## src/hdl/fpsv_pkg.sv

```systemverilog
// ----------------------------------------------------------------------------
// fpsv_pkg
// Shared types and constants for the fact payload stream validator: status
// codes, the classified byte request passed from front to back, magic bytes.
// ----------------------------------------------------------------------------
package fpsv_pkg;

  localparam int unsigned MagicLength = 8;
  localparam int unsigned PosWidth    = 4;
  localparam int unsigned QueueDepth  = 2;

  // verdict codes
  typedef enum logic [3:0] {
    ST_OK          = 4'd0,
    ST_TRUNCATED   = 4'd1,
    ST_BAD_MAGIC   = 4'd2,
    ST_BAD_KIND    = 4'd3,
    ST_NUL         = 4'd4,
    ST_TRAILING    = 4'd5,
    ST_PRED_EMPTY  = 4'd6,
    ST_PRED_START  = 4'd7,
    ST_PRED_CHAR   = 4'd8,
    ST_SCOPE_EMPTY = 4'd9,
    ST_SCOPE_CTRL  = 4'd10,
    ST_ARG_BAD     = 4'd11
  } status_e;

  // configuration register indexes
  typedef enum logic {
    CFG_INSERT_CODE  = 1'b0,
    CFG_RETRACT_CODE = 1'b1
  } cfg_index_e;

  // one classified payload byte
  typedef struct packed {
    logic [7:0] data;
    logic       last;
    logic       in_magic;
    logic       magic_ok;
    logic       kind_insert;
    logic       kind_retract;
    logic       is_nul;
    logic       is_ctrl;
    logic       pred_start_ok;
    logic       pred_char_ok;
  } token_t;

  // expected magic byte at a header position
  function automatic logic [7:0] magic_byte(input logic [2:0] idx);
    logic [7:0] b;
    case (idx)
      3'd0:    b = 8'h57;
      3'd1:    b = 8'h59;
      3'd2:    b = 8'h52;
      3'd3:    b = 8'h45;
      3'd4:    b = 8'h46;
      3'd5:    b = 8'h4D;
      3'd6:    b = 8'h50;
      3'd7:    b = 8'h31;
      default: b = 8'h00;
    endcase
    return b;
  endfunction

endpackage

```

## src/hdl/fact_payload_stream_validator_unit.sv

```systemverilog
// The final byte is written into the queue, then parsed into the result register
// before the verdict shows on out_valid_o; bytes already in the queue are parsed first.
// Throughput: 1 payload byte per cycle; the parser retires one byte each cycle unless
// stalled, and a two-entry queue separates it from the byte classifier.
// A pending verdict not yet taken stalls the parser; bytes queue until it is full.
// Reset (rst_ni low, asynchronous) returns the parser to the header and empties the queue.
// ----------------------------------------------------------------------------
// fact_payload_stream_validator_unit
// Streaming validator for fact mutation payloads: one verdict per payload.
// Reset also drops any pending verdict and sets insert code 0, retract code 1.
// ----------------------------------------------------------------------------
module fact_payload_stream_validator_unit (
  input  logic        clk_i,
  input  logic        rst_ni,
  input  logic        cfg_we_i,
  input  logic        cfg_index_i,
  input  logic [7:0]  cfg_data_i,
  input  logic        in_valid_i,
  output logic        in_ready_o,
  input  logic [7:0]  payload_byte_i,
  input  logic        final_byte_i,
  output logic        out_valid_o,
  input  logic        out_ready_i,
  output logic [3:0]  status_o,
  output logic        kind_is_retract_o,
  output logic [31:0] arg_count_o
);
  import fpsv_pkg::*;

  token_t front_tok;
  token_t queue_tok;
  logic   push;
  logic   full;
  logic   pop;
  logic   queue_valid;

  // classifier
  fpsv_front u_front (
    .clk_i          (clk_i),
    .rst_ni         (rst_ni),
    .cfg_we_i       (cfg_we_i),
    .cfg_index_i    (cfg_index_i),
    .cfg_data_i     (cfg_data_i),
    .in_valid_i     (in_valid_i),
    .in_ready_o     (in_ready_o),
    .payload_byte_i (payload_byte_i),
    .final_byte_i   (final_byte_i),
    .queue_full_i   (full),
    .push_o         (push),
    .token_o        (front_tok)
  );

  // decoupling queue
  fpsv_queue u_queue (
    .clk_i   (clk_i),
    .rst_ni  (rst_ni),
    .push_i  (push),
    .token_i (front_tok),
    .full_o  (full),
    .pop_i   (pop),
    .valid_o (queue_valid),
    .token_o (queue_tok)
  );

  // parser and result register
  fpsv_back u_back (
    .clk_i             (clk_i),
    .rst_ni            (rst_ni),
    .tok_valid_i       (queue_valid),
    .tok_i             (queue_tok),
    .pop_o             (pop),
    .out_valid_o       (out_valid_o),
    .out_ready_i       (out_ready_i),
    .status_o          (status_o),
    .kind_is_retract_o (kind_is_retract_o),
    .arg_count_o       (arg_count_o)
  );

endmodule

```

## src/hdl/fpsv_front.sv

```systemverilog
// ----------------------------------------------------------------------------
// fpsv_front
// Accepts payload bytes, tracks the header position and classifies each
// byte (magic match, kind match, character classes) for the back end.
// ----------------------------------------------------------------------------
module fpsv_front (
  input  logic            clk_i,
  input  logic            rst_ni,
  input  logic            cfg_we_i,
  input  logic            cfg_index_i,
  input  logic [7:0]      cfg_data_i,
  input  logic            in_valid_i,
  output logic            in_ready_o,
  input  logic [7:0]      payload_byte_i,
  input  logic            final_byte_i,
  input  logic            queue_full_i,
  output logic            push_o,
  output fpsv_pkg::token_t token_o
);
  import fpsv_pkg::*;

  logic [7:0]          insert_code_q;
  logic [7:0]          retract_code_q;
  logic [PosWidth-1:0] pos_q, pos_d;
  logic                is_lower;
  logic                is_alnum;
  logic [7:0]          b;

  // configuration registers
  always_ff @(posedge clk_i or negedge rst_ni) begin
    if (!rst_ni) begin
      insert_code_q  <= 8'd0;
      retract_code_q <= 8'd1;
    end else if (cfg_we_i) begin
      if (cfg_index_i == CFG_INSERT_CODE) begin
        insert_code_q <= cfg_data_i;
      end else begin
        retract_code_q <= cfg_data_i;
      end
    end
  end

  assign in_ready_o = !queue_full_i;
  assign push_o     = in_valid_i && in_ready_o;

  // header position, saturates once past the kind byte
  always_comb begin
    pos_d = pos_q;
    if (push_o) begin
      if (final_byte_i) begin
        pos_d = '0;
      end else if (pos_q <= PosWidth'(MagicLength)) begin
        pos_d = pos_q + PosWidth'(1);
      end
    end
  end

  always_ff @(posedge clk_i or negedge rst_ni) begin
    if (!rst_ni) begin
      pos_q <= '0;
    end else begin
      pos_q <= pos_d;
    end
  end

  // byte classification
  assign b        = payload_byte_i;
  assign is_lower = (b >= 8'h61) && (b <= 8'h7A);
  assign is_alnum = is_lower || ((b >= 8'h41) && (b <= 8'h5A)) ||
                    ((b >= 8'h30) && (b <= 8'h39));

  always_comb begin
    token_o               = '0;
    token_o.data          = b;
    token_o.last          = final_byte_i;
    token_o.in_magic      = pos_q < PosWidth'(MagicLength);
    token_o.magic_ok      = (b == magic_byte(pos_q[2:0]));
    token_o.kind_insert   = (b == insert_code_q);
    token_o.kind_retract  = (b == retract_code_q);
    token_o.is_nul        = (b == 8'h00);
    token_o.is_ctrl       = (b < 8'h20) || (b == 8'h7F);
    token_o.pred_start_ok = is_lower || (b == 8'h5F);
    token_o.pred_char_ok  = is_alnum || (b == 8'h5F);
  end

endmodule

```

## src/hdl/fpsv_queue.sv

```systemverilog
// ----------------------------------------------------------------------------
// fpsv_queue
// Two-entry queue of classified bytes between front and back end.
// ----------------------------------------------------------------------------
module fpsv_queue (
  input  logic             clk_i,
  input  logic             rst_ni,
  input  logic             push_i,
  input  fpsv_pkg::token_t token_i,
  output logic             full_o,
  input  logic             pop_i,
  output logic             valid_o,
  output fpsv_pkg::token_t token_o
);
  import fpsv_pkg::*;

  token_t     mem_q [QueueDepth];
  logic       wr_ptr_q;
  logic       rd_ptr_q;
  logic [1:0] count_q;

  assign full_o  = (count_q == 2'(QueueDepth));
  assign valid_o = (count_q != 2'd0);
  assign token_o = mem_q[rd_ptr_q];

  // storage
  always_ff @(posedge clk_i) begin
    if (push_i) begin
      mem_q[wr_ptr_q] <= token_i;
    end
  end

  // pointers and fill count
  always_ff @(posedge clk_i or negedge rst_ni) begin
    if (!rst_ni) begin
      wr_ptr_q <= 1'b0;
      rd_ptr_q <= 1'b0;
      count_q  <= 2'd0;
    end else begin
      if (push_i) begin
        wr_ptr_q <= ~wr_ptr_q;
      end
      if (pop_i) begin
        rd_ptr_q <= ~rd_ptr_q;
      end
      if (push_i && !pop_i) begin
        count_q <= count_q + 2'd1;
      end else if (pop_i && !push_i) begin
        count_q <= count_q - 2'd1;
      end
    end
  end

endmodule

```

## src/hdl/fpsv_back.sv

```systemverilog
// ----------------------------------------------------------------------------
// fpsv_back
// Parser: walks header, length fields and strings one byte a cycle unless
// stalled, records structural and content faults, registers the verdict.
// ----------------------------------------------------------------------------
module fpsv_back (
  input  logic             clk_i,
  input  logic             rst_ni,
  input  logic             tok_valid_i,
  input  fpsv_pkg::token_t tok_i,
  output logic             pop_o,
  output logic             out_valid_o,
  input  logic             out_ready_i,
  output logic [3:0]       status_o,
  output logic             kind_is_retract_o,
  output logic [31:0]      arg_count_o
);
  import fpsv_pkg::*;

  typedef enum logic [4:0] {
    PH_HEADER = 5'b00001,
    PH_LENGTH = 5'b00010,
    PH_STRING = 5'b00100,
    PH_DONE   = 5'b01000,
    PH_STOP   = 5'b10000
  } phase_e;

  typedef enum logic [1:0] {
    STR_PREDICATE = 2'd0,
    STR_SCOPE     = 2'd1,
    STR_COUNT     = 2'd2,
    STR_ARGUMENT  = 2'd3
  } string_e;

  phase_e      phase_q, phase_d;
  logic        mismatch_q, mismatch_d;
  logic [31:0] acc_q, acc_d;
  logic [1:0]  idx_q, idx_d;
  logic [31:0] left_q, left_d;
  string_e     cur_q, cur_d;
  logic        first_q, first_d;
  logic        nul_q, nul_d;
  logic [31:0] args_q, args_d;
  logic [31:0] count_q, count_d;
  logic        kind_q, kind_d;
  status_e     serr_q, serr_d;
  status_e     cerr_q, cerr_d;

  logic        out_valid_q, out_valid_d;
  status_e     out_status_q, out_status_d;
  logic        out_kind_q, out_kind_d;
  logic [31:0] out_count_q, out_count_d;

  logic        str_done;
  logic        nul_now;
  status_e     cnote;
  status_e     sfail;
  logic        do_fail;
  logic [31:0] len;
  status_e     verdict;

  assign pop_o = tok_valid_i && (!out_valid_q || out_ready_i);

  // parse step
  always_comb begin
    phase_d      = phase_q;
    mismatch_d   = mismatch_q;
    acc_d        = acc_q;
    idx_d        = idx_q;
    left_d       = left_q;
    cur_d        = cur_q;
    first_d      = first_q;
    nul_d        = nul_q;
    args_d       = args_q;
    count_d      = count_q;
    kind_d       = kind_q;
    serr_d       = serr_q;
    cerr_d       = cerr_q;
    out_valid_d  = out_valid_q && !out_ready_i;
    out_status_d = out_status_q;
    out_kind_d   = out_kind_q;
    out_count_d  = out_count_q;
    str_done     = 1'b0;
    nul_now      = 1'b0;
    cnote        = ST_OK;
    sfail        = ST_OK;
    do_fail      = 1'b0;
    len          = {tok_i.data, acc_q[23:0]};
    verdict      = ST_OK;

    if (pop_o) begin
      case (phase_q)
        PH_HEADER: begin
          if (tok_i.in_magic) begin
            if (!tok_i.magic_ok) begin
              mismatch_d = 1'b1;
            end
          end else begin
            if (mismatch_q) begin
              do_fail = 1'b1;
              sfail   = ST_BAD_MAGIC;
            end else if (tok_i.kind_insert) begin
              kind_d  = 1'b0;
              phase_d = PH_LENGTH;
            end else if (tok_i.kind_retract) begin
              kind_d  = 1'b1;
              phase_d = PH_LENGTH;
            end else begin
              do_fail = 1'b1;
              sfail   = ST_BAD_KIND;
            end
            idx_d = 2'd0;
            acc_d = '0;
          end
        end
        PH_LENGTH: begin
          if (idx_q == 2'd3) begin
            idx_d = 2'd0;
            if (cur_q == STR_COUNT) begin
              count_d = len;
              args_d  = len;
              cur_d   = STR_ARGUMENT;
              phase_d = (len == 32'd0) ? PH_DONE : PH_LENGTH;
              acc_d   = '0;
            end else begin
              left_d  = len;
              first_d = 1'b1;
              nul_d   = 1'b0;
              if (len == 32'd0) begin
                case (cur_q)
                  STR_PREDICATE: cnote = ST_PRED_EMPTY;
                  STR_SCOPE:     cnote = ST_SCOPE_EMPTY;
                  default:       cnote = ST_ARG_BAD;
                endcase
                str_done = 1'b1;
              end else begin
                phase_d = PH_STRING;
              end
            end
          end else begin
            acc_d[{idx_q, 3'b000} +: 8] = tok_i.data;
            idx_d = idx_q + 2'd1;
          end
        end
        PH_STRING: begin
          nul_now = nul_q || tok_i.is_nul;
          nul_d   = nul_now;
          if (cur_q == STR_PREDICATE) begin
            if (first_q) begin
              if (!tok_i.pred_start_ok) begin
                cnote = ST_PRED_START;
              end
            end else if (!tok_i.pred_char_ok) begin
              cnote = ST_PRED_CHAR;
            end
          end else if (tok_i.is_ctrl) begin
            cnote = (cur_q == STR_SCOPE) ? ST_SCOPE_CTRL : ST_ARG_BAD;
          end
          first_d  = 1'b0;
          left_d   = left_q - 32'd1;
          str_done = (left_d == 32'd0);
        end
        PH_DONE: begin
          do_fail = 1'b1;
          sfail   = ST_TRAILING;
        end
        default: begin
        end
      endcase

      // end of a string: nul fault, else next length field or done
      if (str_done) begin
        if (nul_now) begin
          do_fail = 1'b1;
          sfail   = ST_NUL;
        end else begin
          phase_d = PH_LENGTH;
          idx_d   = 2'd0;
          acc_d   = '0;
          case (cur_q)
            STR_PREDICATE: cur_d = STR_SCOPE;
            STR_SCOPE:     cur_d = STR_COUNT;
            default: begin
              args_d = args_q - 32'd1;
              if (args_d == 32'd0) begin
                phase_d = PH_DONE;
              end
            end
          endcase
        end
      end

      // first fault of each class wins
      if (cnote != ST_OK && cerr_q == ST_OK) begin
        cerr_d = cnote;
      end
      if (do_fail) begin
        phase_d = PH_STOP;
        if (serr_q == ST_OK) begin
          serr_d = sfail;
        end
      end

      // verdict on the last byte, then back to reset state
      if (tok_i.last) begin
        if (phase_d == PH_HEADER) begin
          verdict = ST_TRUNCATED;
        end else if (serr_d != ST_OK) begin
          verdict = serr_d;
        end else if (phase_d != PH_DONE) begin
          verdict = ST_TRUNCATED;
        end else begin
          verdict = cerr_d;
        end
        out_valid_d  = 1'b1;
        out_status_d = verdict;
        out_kind_d   = (verdict == ST_OK) && kind_d;
        out_count_d  = (verdict == ST_OK) ? count_d : 32'd0;
        phase_d      = PH_HEADER;
        mismatch_d   = 1'b0;
        acc_d        = '0;
        idx_d        = 2'd0;
        left_d       = '0;
        cur_d        = STR_PREDICATE;
        first_d      = 1'b1;
        nul_d        = 1'b0;
        args_d       = '0;
        count_d      = '0;
        kind_d       = 1'b0;
        serr_d       = ST_OK;
        cerr_d       = ST_OK;
      end
    end
  end

  // parser state
  always_ff @(posedge clk_i or negedge rst_ni) begin
    if (!rst_ni) begin
      phase_q     <= PH_HEADER;
      mismatch_q  <= 1'b0;
      acc_q       <= '0;
      idx_q       <= 2'd0;
      left_q      <= '0;
      cur_q       <= STR_PREDICATE;
      first_q     <= 1'b1;
      nul_q       <= 1'b0;
      args_q      <= '0;
      count_q     <= '0;
      kind_q      <= 1'b0;
      serr_q      <= ST_OK;
      cerr_q      <= ST_OK;
      out_valid_q <= 1'b0;
    end else begin
      phase_q     <= phase_d;
      mismatch_q  <= mismatch_d;
      acc_q       <= acc_d;
      idx_q       <= idx_d;
      left_q      <= left_d;
      cur_q       <= cur_d;
      first_q     <= first_d;
      nul_q       <= nul_d;
      args_q      <= args_d;
      count_q     <= count_d;
      kind_q      <= kind_d;
      serr_q      <= serr_d;
      cerr_q      <= cerr_d;
      out_valid_q <= out_valid_d;
    end
  end

  // result register
  always_ff @(posedge clk_i) begin
    out_status_q <= out_status_d;
    out_kind_q   <= out_kind_d;
    out_count_q  <= out_count_d;
  end

  assign out_valid_o       = out_valid_q;
  assign status_o          = out_status_q;
  assign kind_is_retract_o = out_kind_q;
  assign arg_count_o       = out_count_q;

endmodule

```

## config.mk

```make
export PLATFORM = sky130hd
export DESIGN_NAME = fact_payload_stream_validator_unit
export DESIGN_NICKNAME = d
export VERILOG_FILES = /design/src/hdl/fpsv_pkg.sv /design/src/hdl/fact_payload_stream_validator_unit.sv /design/src/hdl/fpsv_front.sv /design/src/hdl/fpsv_queue.sv /design/src/hdl/fpsv_back.sv
export SDC_FILE = /design/constraint.sdc
export NUM_CORES = 1
export LEC_CHECK = 0
export CORE_AREA = 8 8 166 168
export CTS_CLUSTER_DIAMETER = 30
export DETAILED_ROUTE_END_ITERATION = 7
export DIE_AREA = 0 0 174 176
export DONT_BUFFER_PORTS = 1
export MAX_ROUTING_LAYER = met4
export PLACE_DENSITY = 0.76
export SYNTH_ARGS = -nofsm -noshare
export SYNTH_HDL_FRONTEND = slang
export SYNTH_SLANG_ARGS = --single-unit
```

## constraint.sdc

```tcl
create_clock -name clk_i -period 7.51 [get_ports clk_i]
set_input_delay 1.1265 -clock clk_i [delete_from_list [all_inputs] [get_ports clk_i]]
set_output_delay 1.1265 -clock clk_i [all_outputs]
set_load 0.02 [all_outputs]
```

==> results of run 1 <==
worst reg2reg max path: stages, from the launching register on:
cell,delay [ns]
dfrtp_1,1.03
mux2i_1,0.74
nand4_1,0.16
nor4_1,0.89
nand4_2,0.48
a2111o_1,0.55
a21boi_2,0.31
a21o_2,0.86
nor3_2,0.15
kinds of logic (layout without fill, tap and decap cells):
logic type / after synthesis / count (layout)
AOI/OAI and AO/OA: 421 / 421
xor gates and xnor gates: 49 / 49
adders and majority gates: 16 / 16
buffers and inverters: 126 / 142
DFF: 237 / 237
muxes: 55 / 55
and+or+nand+nor: 505 / 505
layer usage:
layer	vias to the layer above	wire length [um]	part of all wire, %
li1	5202	-	-
met1	5674	15600	40
met2	742	17600	45
met3	147	4070	10
met4	0	1790	4.6
met5	-	0	0
path summary, 6_finish.rpt:
check	cells after the start	end
max	8	u_back.arg_count_o[0]$_SDFFCE_PP0P_
min	0	u_back.args_q[18]$_DFFE_PN0P_
max reg2reg	8	u_back.arg_count_o[0]$_SDFFCE_PP0P_
min reg2reg	2	u_back.count_q[29]$_DFFE_PN0P_
max in group asynchronous	0	u_back.first_q$_DFFE_PN1P_
min in group clk_i	2	u_back.count_q[29]$_DFFE_PN0P_
state kept, by name, summed over array words and instances, names as in the netlist, 8 cells and up:
| signal | count |
|---|---|
| u_back.acc_q | 24 |
| u_back.arg_count_o | 32 |
| u_back.args_q | 32 |
| u_back.count_q | 32 |
| u_back.left_q | 32 |
| u_front.insert_code_q | 8 |
| u_front.retract_code_q | 8 |
| u_queue.mem_q | 34 |
cells in the final DEF, fill, tap and decap left out, types with 8 or more instances in the layout:
| cell | instances |
|---|---|
| o22ai_1 | 22 |
| a21oi_1 | 98 |
| and3_1 | 12 |
| clkinv_4 | 8 |
| o21ai_0 | 136 |
| inv_1 | 27 |
| a31oi_1 | 22 |
| nor3_1 | 38 |
| and2_1 | 9 |
| nor4_1 | 35 |
| clkbuf_16 | 51 |
| a32oi_1 | 14 |
| ha_1 | 16 |
| nor2_1 | 141 |
| or3_1 | 19 |
| a22o_1 | 30 |
| nand2b_1 | 12 |
| mux2i_1 | 33 |
| xnor2_1 | 37 |
| nand3_1 | 24 |
| a41oi_1 | 9 |
| o22a_1 | 9 |
| mux2_2 | 21 |
| edfxtp_1 | 71 |
| nor3_2 | 27 |
| nand2_1 | 115 |
| xor2_1 | 12 |
| nand4_1 | 19 |
| dfrtp_1 | 163 |
| buf_4 | 21 |
report_power, final:
group | switching [W] | internal [W]
clock network | 0.000734 | 0.00149
registers | 0.000225 | 0.00154
logic | 0.000705 | 0.000287
per-stage QoR:
step / instances / hold slack, ns
finish: 1755 / 0.282
floorplan: 1409 / 0.445
global route: 1755 / 0.261
CTS: 1755 / 0.268
global placement: 1661 / 0.461
detailed placement: 1661 / 0.472
layout make-up:
type	instances	area, um2	area share (%)
Clock buffer	62	1390	9.06
Multi-Input combinational cell	1046	6610	43.1
Timing Repair Buffer	21	158	1.03
Clock inverter	32	354	2.31
Tap cell	330	413	2.70
Sequential cell	237	6290	41.1
Inverter	27	101	0.662
==> results.tsv, run 1 <==
stage	metric	value	unit
outcome	status	finished, final reports clean	
routing	wire length after detailed routing	39.1	mm
clock_network	clock sinks	237	
critical_path	crit-path cells	mux2i_1 > nand4_1 > nor4_1 > nand4_2 > a2111o_1 > a21boi_2 > a21o_2 > nor3_2	
clock_network	Worst-path clk slew	0.05	ns
final_layout	P&R area growth vs syn	14.4	%
synth	Synth Area in Compound Gates	20.3	%
synth	Seq/Total Area, Yosys	47.0	%
routing	wire per inst	22.3	um
clock_network	post-cts sizing count	0	
critical_path	startpoint types	register	
final_layout	layout cell share with drive strength beyond 1	13.5	%
final_layout	fin nets	1422	
placement	pre-CTS WS	2.26	ns
synth	largest family of logic cells by synthesized area	compound AO/OA/AOI/OAI gates	
synth	Distinct cells, synth	83	
synth	most frequent cell after synthesis	dfrtp_1	
synth	yosys warns	0	
routing	First-pass DRT Iterations	6	
global_routing	GRT met1 Usage	32.8	%
synth	area leader, netlist	dfrtp_1	
pwr	Overall Power	0.00498	W
critical_path	Max stage delay cell, worst path	dfrtp_1	
synth	async set or reset register ratio after synthesis	70.0	%
global_routing	M2 GR Usage	38.4	%
critical_path	WS Path Type	register to register	
global_routing	initial antenna violation count	0	
final_layout	Core Util, Final	61.7	%
routing	Initial DRC Count	1467	
routing	Routed Antenna Nets	0	
critical_path	critical path required time	7.77	ns
critical_path	CP endpoint kind	register	
final_layout	fin area	0.0153	mm2
critical_path	Top Family by Delay on Critical Path	compound AO/OA/AOI/OAI gates	
routing	drt drc	0	
global_routing	busiest grt layer	met2	
worst_hold_path	Hold Crit Class	input port to asynchronous set/reset pin	
timing	Period Utilization, post-route	72.8	%
timing	RSZ-0062 raised after global routing	false	
global_routing	met3 usage	6.02	%
die	Die W	174	um
timing	relative slew slack	19.9	%
synth	register bit total from synthesis	237	
clock_network	Max clock buf depth	3	
routing	via density per instance	6.70	
synth	Synth top area share	30.5	%
die	Site Rows	58	
synth	Post-synth EDFFs	71	
synth	Synth area leaders	dfrtp_1 30%, edfxtp_1 16%, o21ai_0 5.2%, nor2_1 4.0%, a21oi_1 3.7%	
synth	Post-Synthesis Cell Area	0.0134	mm2
critical_path	crit path from	u_queue.rd_ptr_q$_DFFE_PN0P_	
placement	DP Area	0.0136	mm2
clock_network	CTS tree	done	
die	Die ar.	0.0306	mm2
critical_path	FF-to-FF Start	u_queue.rd_ptr_q$_DFFE_PN0P_	
synth	Post-Synth Simple-Gate Area	19.8	%
critical_path	buffer and inverter count on the worst path	0	
timing	slew at the pin closest to its max-slew limit	1.20	ns
die	Die Span Y	176	um
clock_network	clk_lat worst skew	0.55	ns
synth	syn_nets	1448	
timing	setup TNS	0	ns
final_layout	Inserted Diodes	0	
timing	Final WS setup	2.04	ns
clock_network	CTS Buf Count	50	
global_routing	pin count of the biggest net entering global routing	167	
pwr	VDD IR-drop max	237	uV
clock_network	depth of the CTS H-tree	2	
synth	synth cell count leaders	163 x dfrtp_1, 143 x nor2_1, 138 x o21ai_0	
timing	Final Skew	0.0259	ns
global_routing	gr ovfl total	0	
timing	final hold viol count	0	
placement	IO buf count	0	
timing	setup violators final	0	
global_routing	first-pass GRT wire length	63.0	mm
timing	FMAX	0.183	GHz
pwr	Leakage	6.23	nW
synth	Post-Synth Adder-Cell Area	1.50	%
die	io pins	62	
clock_network	CTS Root Cell	clkbuf_16	
synth	xor-xnor portion of the synthesized cell area	3.21	%
die	core box area	0.0248	mm2
global_routing	gr usage total	25.8	%
routing	Vias	11800	
timing	max-slew violations	0	
timing	Tmin final	5.47	ns
job	max-cap violations	0	
synth	Mapped Avg Cell Area	9.50	um2
critical_path	Critical Path Fanout Max	33	
placement	gp weighted congestion	0.949	
critical_path	reg2reg setup slack	2.04	ns
synth	Post-Syn Instances	1409	
die	initial core utilization	53.9	%
clock_network	hold buffers post-CTS	0	
clock_network	Post CTS Setup Buffer Count	0	
critical_path	Worst Path Arrival	5.72	ns
pwr	power density over cell area	325	mW/mm2
critical_path	CP peak stage delay	1.03	ns
global_routing	number of global-route vias before repair	11500	
synth	Main synth FF type	dfrtp_1	
final_layout	fillcell total	2013	
synth	post-synthesis mux area share	4.31	%
placement	HPWL Detailed	25.0	mm
Note: power is estimated with default switching activity, not from simulation.
==> inputs of run 2 (changes only) <==
==> constraint.sdc (replaced) <==
create_clock -name clk_i -period 5.5 [get_ports clk_i]
set_input_delay 0.825 -clock clk_i [delete_from_list [all_inputs] [get_ports clk_i]]
set_output_delay 0.825 -clock clk_i [all_outputs]
set_load 0.02 [all_outputs]
==> results.tsv, run 2 (same netlist as run 1, synthesis figures left out) <==
stage	metric	value	unit	change
pwr	power density over cell area	455	mW/mm2	+40%
critical_path	r2r endpoint	u_back.arg_count_o[11]$_SDFFCE_PP0P_		
routing	wire length after detailed routing	40.0	mm	+2.5%
final_layout	fin nets	1437		+1.1%
timing	Final WS setup	0.559	ns	-1.49 ns
timing	setup TNS	0	ns	unchanged
timing	setup violators final	0		unchanged
die	Site Rows	58		unchanged
routing	wire per inst	22.6	um	+1.6%
routing	Vias	11700		-0.42%
critical_path	crit-path cells	inv_1 > ha_1 > or4b_1 > nor4_1 > xnor2_1 > nand2_1 > a2111oi_4 > nand4b_2 > a2111o_1 > o21ai_2 > or3b_2 > buf_4 > nor3_2		
outcome	status	finished, final reports clean		
die	io pins	62		unchanged
final_layout	Top reg by flops	u_queue.mem_q		
worst_hold_path	Hold Crit Class	input port to asynchronous set/reset pin		
timing	slew at the pin closest to its max-slew limit	1.20	ns	-0.000127 ns
placement	pre-CTS WS	0.385	ns	-1.88 ns
timing	Tmin final	4.94	ns	-0.524 ns
clock_network	post-cts sizing count	0		unchanged
critical_path	CP peak stage delay	0.75	ns	-0.28 ns
pwr	Leakage	6.33	nW	+1.6%
timing	Final Skew	0.0316	ns	+0.00570 ns
pwr	VDD IR-drop max	390	uV	+64%
critical_path	WS Path Type	register to register		
final_layout	layout cell share with drive strength beyond 1	14.5	%	+0.96 points
routing	First-pass DRT Iterations	5		-1
global_routing	number of global-route vias before repair	11300		-1.4%
global_routing	pin count of the biggest net entering global routing	164		-1.8%
timing	Period Utilization, post-route	89.8	%	+17 points
critical_path	Max stage delay cell, worst path	or3b_2		
critical_path	Worst Path Arrival	5.34	ns	-0.38 ns
clock_network	Max clock buf depth	3		unchanged
routing	drt drc	0		unchanged
job	max-cap violations	0		unchanged
timing	final hold viol count	0		unchanged
critical_path	critical path required time	5.90	ns	-1.87 ns
critical_path	CP endpoint kind	register		
timing	FMAX	0.202	GHz	+11%
critical_path	Critical Path Fanout Max	19		-42%
clock_network	CTS tree	done		
clock_network	clk_lat worst skew	0.56	ns	about the same
clock_network	CTS Buf Count	51		+2.0%
clock_network	depth of the CTS H-tree	2		unchanged
final_layout	most frequent cells in the layout	163 x dfrtp_1, 141 x nor2_1, 136 x o21ai_0		
die	Die W	174	um	unchanged
timing	relative slew slack	19.9	%	about the same
clock_network	clock sinks	237		unchanged
die	Die ar.	0.0306	mm2	unchanged
clock_network	Worst-path clk slew	0.06	ns	about the same
clock_network	CTS Root Cell	clkbuf_16		
die	Die Span Y	176	um	unchanged
critical_path	FF-to-FF Start	u_back.left_q[1]$_DFFE_PN0P_		
die	core box area	0.0248	mm2	unchanged
global_routing	gr usage total	26.5	%	+0.71 points
placement	IO buf count	0		unchanged
pwr	Overall Power	0.00704	W	+41%
global_routing	first-pass GRT wire length	63.6	mm	+1.1%
placement	HPWL Detailed	25.6	mm	+2.4%
routing	via density per instance	6.62		-1.3%
critical_path	reg2reg setup slack	0.56	ns	-1.49 ns
final_layout	P&R area growth vs syn	15.6	%	
final_layout	Inserted Diodes	0		unchanged
routing	Initial DRC Count	1641		+12%
critical_path	startpoint types	register		
die	initial core utilization	53.9	%	unchanged
final_layout	most common cell after layout, fill and taps aside	dfrtp_1		
routing	Routed Antenna Nets	0		unchanged
timing	max-slew violations	0		unchanged
global_routing	initial antenna violation count	0		unchanged
final_layout	max FFs per register	34		unchanged
timing	RSZ-0062 raised after global routing	false		
global_routing	gr ovfl total	0		unchanged
placement	gp weighted congestion	0.942		-0.79%
critical_path	R2R depth	13		+5
-- run 2: cell types whose count changed in the layout (fill, tap and decap cells not counted), sizes merged --
| cell | change |
|---|---|
| buf | +14 |
| inv | +9 |
| clkbuf | -7 |
| clkinv | -4 |
| bufinv | +3 |
| clkinvlp | +1 |
-- run 2: critical path, delay by kind of cell, from the launching register on --
kind                       cells  cell delay, ns
AOI/OAI and AO/OA              3            1.01
xor gates and xnor gates       1            0.17
DFF                            1            0.39
adders and majority gates      1            0.33
buffers and inverters          2            0.46
and+or+nand+nor                6            2.43
-- run 2: layer usage --
layer / share of wire [%] / up-vias / track usage [%]
met1: 40 / 5671 / 33.6
met3: 9.8 / 144 / 5.77
met2: 45 / 656 / 39.7
met4: 4.8 / 0 / 13.4
met5: 0 / - / -
li1: - / 5245 / -
-- run 2: layout make-up --
class | count | area, um2
fillers | 1981 | 9340
multi-input cells | 1046 | 6610
flip-flops and latches | 237 | 6290
clock buffers | 55 | 1300
clock inverters | 41 | 487
well taps | 330 | 413
repair buffers | 35 | 283
inverters | 27 | 101
-- run 2: metrics by stage --
| stage | cell area, um2 | util, % | cells | hold slack, ns |
|---|---|---|---|---|
| after floorplan | 13400 | - | 1409 | 0.445 |
| after global placement | 13600 | 55.0 | 1672 | 0.458 |
| after detailed placement | 13600 | 55.0 | 1672 | 0.471 |
| after CTS | 15500 | 62.3 | 1769 | 0.101 |
| after global routing | 15500 | 62.4 | 1771 | 0.0965 |
| final | 15500 | 62.4 | 1771 | 0.119 |
-- run 2: worst max-delay path by stage --
stage | cells after the start | slack (ns) | start | endpoint
5_1_grt | 14 | 0.28 | u_back.left_q[0]$_DFFE_PN0P_ | u_back.arg_count_o[11]$_SDFFCE_PP0P_
4_1_cts | 13 | 0.37 | u_back.left_q[0]$_DFFE_PN0P_ | u_back.arg_count_o[11]$_SDFFCE_PP0P_
3_5_place_dp | 13 | 0.39 | u_back.left_q[0]$_DFFE_PN0P_ | u_back.arg_count_o[11]$_SDFFCE_PP0P_
2_1_floorplan | 13 | 1.44 | u_back.args_q[0]$_DFFE_PN0P_ | u_back.arg_count_o[17]$_SDFFCE_PP0P_
6_report | 13 | 0.56 | u_back.left_q[1]$_DFFE_PN0P_ | u_back.arg_count_o[11]$_SDFFCE_PP0P_
3_3_place_gp | 13 | 0.59 | u_back.left_q[0]$_DFFE_PN0P_ | u_back.arg_count_o[11]$_SDFFCE_PP0P_
-- run 2: power by group --
part	internal, W	switching, W
logic	0.000425	0.00105
registers	0.00209	0.000289
clock network	0.00211	0.00107
-- run 2: repair_timing --
action | in CTS | in global routing
hold endpoints to repair | 163 | 0
setup endpoints to repair | 0 | 15
buffers inserted | 0 | 2
hold buffers | 1 | 0
